[src/rtl/mkm_pkg.sv]
// Shared constants, opcodes and character functions of the keyword matcher.
// No dependencies.
`timescale 1ns / 1ps

package mkm_pkg;

	localparam int DEF_ENTRIES = 128;
	localparam int DEF_MAX_LEN = 32;
	localparam int CHAR_W      = 16;
	localparam int IDX_W       = 7;
	localparam int CAT_W       = 2;
	localparam int MINLEN_W    = 3;

	localparam logic [1:0] OP_CLEAR  = 2'd0;
	localparam logic [1:0] OP_APPEND = 2'd1;
	localparam logic [1:0] OP_SCAN   = 2'd2;

	localparam logic [MINLEN_W-1:0] MINLEN_RESET = 3'd3;
	localparam logic [MINLEN_W-1:0] COUNT_MAX    = 3'd7;

	typedef logic [CHAR_W-1:0] char_t;

	// Lower-case A-Z only
	function automatic char_t lower_az(input char_t c);
		if (c >= 16'h0041 && c <= 16'h005A) begin
			return c + 16'h0020;
		end
		return c;
	endfunction

	// Characters removed by normalisation
	function automatic logic is_dropped(input char_t c);
		return (c == 16'h0020) || (c == 16'h005F) || (c == 16'h002D) ||
			(c == 16'h002E) || (c == 16'h002F) || (c == 16'h005C) || (c == 16'h0027);
	endfunction

	// Lower-case, then map look-alike digits to letters
	function automatic char_t norm_char(input char_t c);
		char_t lc;
		lc = lower_az(c);
		unique case (lc)
			16'h0030: return 16'h006F;
			16'h0031: return 16'h006C;
			16'h0033: return 16'h0065;
			16'h0034: return 16'h0061;
			16'h0035: return 16'h0073;
			16'h0037: return 16'h0074;
			default:  return lc;
		endcase
	endfunction

endpackage

[src/rtl/mkm_suffix_cmp.sv]
// Suffix compare of a pattern row against the tail of a character window.
// Depends on mkm_pkg.
`timescale 1ns / 1ps

module mkm_suffix_cmp #(
	parameter int MAX_LEN = mkm_pkg::DEF_MAX_LEN,
	localparam int LW = $clog2(MAX_LEN + 1),
	localparam int RW = MAX_LEN * mkm_pkg::CHAR_W
) (
	input  logic [RW-1:0] win,
	input  logic [LW-1:0] seen,
	input  logic [RW-1:0] pat,
	input  logic [LW-1:0] len,
	output logic          match
);

	logic [LW-1:0]      diff;
	logic [RW-1:0]      tail;
	logic [MAX_LEN-1:0] lane_ok;

	// Align the last len window characters with pattern lane 0
	always_comb begin
		diff = LW'(MAX_LEN) - len;
		tail = win >> {diff, 4'b0000};
		for (int k = 0; k < MAX_LEN; k++) begin
			lane_ok[k] = (LW'(k) >= len) ||
				(tail[k*mkm_pkg::CHAR_W +: mkm_pkg::CHAR_W] ==
				 pat[k*mkm_pkg::CHAR_W +: mkm_pkg::CHAR_W]);
		end
		match = (len != '0) && (seen >= len) && (&lane_ok);
	end

endmodule

[config.mk]
export PLATFORM = sky130hd
export DESIGN_NAME = mkm_suffix_cmp
export DESIGN_NICKNAME = d
export VERILOG_FILES = /design/src/rtl/mkm_pkg.sv /design/src/rtl/mkm_suffix_cmp.sv
export SDC_FILE = /design/constraint.sdc
export NUM_CORES = 2
export LEC_CHECK = 0
export BUFFER_PORTS_ARGS = -buffer_cell sky130_fd_sc_hd__buf_4
export CORE_AREA = 5 5 402 404
export DETAILED_ROUTE_END_ITERATION = 12
export DIE_AREA = 0 0 407 409
export PLACE_DENSITY_LB_ADDON = 0.2
export SETUP_SLACK_MARGIN = 0.02
export SLEW_MARGIN = 20
export SYNTH_ARGS = -nofsm -noshare
export SYNTH_HDL_FRONTEND = slang
export SYNTH_SLANG_ARGS = --single-unit
[constraint.sdc]
create_clock -name vclk -period 8.5
set_input_delay 0.425 -clock vclk [all_inputs]
set_output_delay 0.425 -clock vclk [all_outputs]
set_load 0.02 [all_outputs]
==> results_dict.tcl <==
set metrics [dict create \
    status "completed" \
    finalMaxSlewViolations 0 \
    crit_chain "buf_4 > inv_1 > ha_4 > buf_12 > mux2i_1 > buf_4 > mux4_2 > a21oi_1 > nor4_1 > xnor2_1 > a2111oi_1 > buf_4 > nand4_1 > buf_4 > a2111oi_2 > o2111ai_1 > a2111oi_2 > o2111ai_1 > nor4_2 > buf_4 > buf_4" \
    max_stage_delay_ps 940 \
    seq_area_um2 0 \
    synth_mux_area_share_pct 44.4 \
    drive_above_1_share_pct 37.7 \
    crit_top_cell "buf_4" \
    synth_compound_area_share_pct 24.3 \
    post-route-drc-count 0 \
    die_area_mm2 0.166 \
    start_util_pct 23.4 \
    wl_per_cell_um 57.7 \
    rows 146 \
    yosys.area_share.simple_pct 16.1 \
    fillCellCount 17062 \
    grt_pass1_wl_mm 540 \
    holdBufCountCts 0 \
    grtUsageTotal_pct 49.6 \
    firstDrtPassIters 9 \
    setup_viol 0 \
    synth_top_family_by_area "multiplexers" \
    wirelength_mm 438 \
    criticalPathCategory "in -> out" \
    rsz0062_at_grt "false" \
    post_cts_resized 0 \
    drt-vias-per-instance 7.08 \
    grt_pass1_vias 48950 \
    worstPathRequired_ps 8080 \
    tns_ps 0 \
    clock_buffers 0 \
    syn_area_mm2 0.0368 \
    post_cts_buffers 0 \
    gp_congestion 1.13 \
    nNetsFinal 6508 \
    fmax_mhz 120 \
    detail_route.iter0.violations 9769 \
    crit_path_end_kind "primary output" \
    antenna_found_initial 98 \
    max_cap_violations 0 \
    area_growth_pct 32.0 \
    coreArea_mm2 0.157 \
    die_w_um 407 \
    ys_seq_area_share_pct 0 \
    holdCritPathClass "in -> out" \
    syn_avg_cell_area_um2 8.22 \
    cpMaxStageDelayCell "nor4_1" \
    period_needed_ps 8360 \
    seq_cell_count 0 \
    finalHoldViolations 0 \
    ios 1037 \
    min_path_cells 8 \
    dieHeight_um 409 \
    dp_hpwl_mm 374 \
    yosys_warnings 0 \
    worstPathMaxFanout 36 \
    portBuffers 1037 \
    synthAdderAreaFrac_pct 0.306 \
    via_count 53703 \
    synth_nets 5529 \
    synth_cells 4484 \
    multi_input_area_mm2 0.0346 \
    worstMarginPinSlew_ps 1410 \
    slew_headroom_pct 5.63 \
    route.antenna.remaining_nets 0 \
    post-route-util_pct 30.9 \
    synth_xor_area_share_pct 7.81 \
    grt_overflow_total 0 \
    start_kind "primary input" \
    grt_max_degree 104 \
    cp.arrival_ps 7930 \
    period_share_pct 98.3 \
    ys_types 99 \
]
==> cell families after synthesis <==
family / after synthesis
simple gates: 1172
buf+inv: 507
xor+xnor: 327
mux: 1180
compound gates: 1289
fa+ha+maj: 9
==> worst max-delay path: cells and delay by family <==
| kind | cells | cell delay, ps |
|---|---|---|
| AO/OA/AOI/OAI | 6 | 1970 |
| XOR/XNOR | 1 | 530 |
| adder cells (fa/ha/maj) | 1 | 880 |
| buffers and inverters | 8 | 1910 |
| multiplexers | 2 | 630 |
| AND/OR/NAND/NOR | 3 | 1480 |
==> Yosys cell counts (70+ instances only) <==
cell | number | area share (%)
xnor2_1 | 186 | 4.4
nand2_1 | 302 | 3.1
a211oi_1 | 77 | 1.6
buf_2 | 167 | 2.3
nor2_1 | 262 | 2.7
mux2i_1 | 592 | 16
o22ai_1 | 135 | 2.3
mux2_2 | 232 | 7.1
mux4_2 | 338 | 21
o21ai_0 | 196 | 2.7
clkbuf_1 | 133 | 1.4
xor2_1 | 139 | 3.3
nor3_1 | 111 | 1.5
nand3_1 | 137 | 1.9
nand4_1 | 72 | 1.2
a21oi_1 | 211 | 2.9
a31oi_1 | 70 | 1.2
inv_1 | 71 | 0.72
==> layer usage <==
| layer | part of all wire (%) | vias up | track usage [%] |
|---|---|---|---|
| met5 | 0.062 | - | 0 |
| met4 | 8.5 | 38 | 33.2 |
| met3 | 13 | 1110 | 18.5 |
| met2 | 40 | 4815 | 69.8 |
| met1 | 39 | 27600 | 62.7 |
| li1 | - | 20140 | - |
==> cell type report <==
class | instances | area share, %
Multi-Input combinational cell | 3977 | 71.1
Timing Repair Buffer | 1409 | 22.7
Tap cell | 2072 | 5.33
Inverter | 75 | 0.594
Antenna cell | 50 | 0.257
==> through the flow <==
step	hold WS, ps	cells	worst slack, ps	area (um2)
CTS	1750	7533	154	48500
global route	1820	7545	172	48500
detailed placement	1750	7533	163	48500
finish	1770	7583	143	48600
floorplan	1240	4484	1970	36800
global placement	1760	7531	271	48500
==> layout by cell type, fill, tap and decap left out, types with 137 or more instances in the layout <==
cell type and n:
mux2_2 232, buf_4 1369, mux2i_1 579, mux4_2 338
nand3_1 137, o21ai_0 189, nand2_1 300, a21oi_1 207
nor2_1 256, xnor2_1 186, xor2_1 139
==> worst paths after layout <==
path / end / start / slack (ps)
hold / removal: match / pat[126] / 1770
setup / recovery: match / len[1] / 140
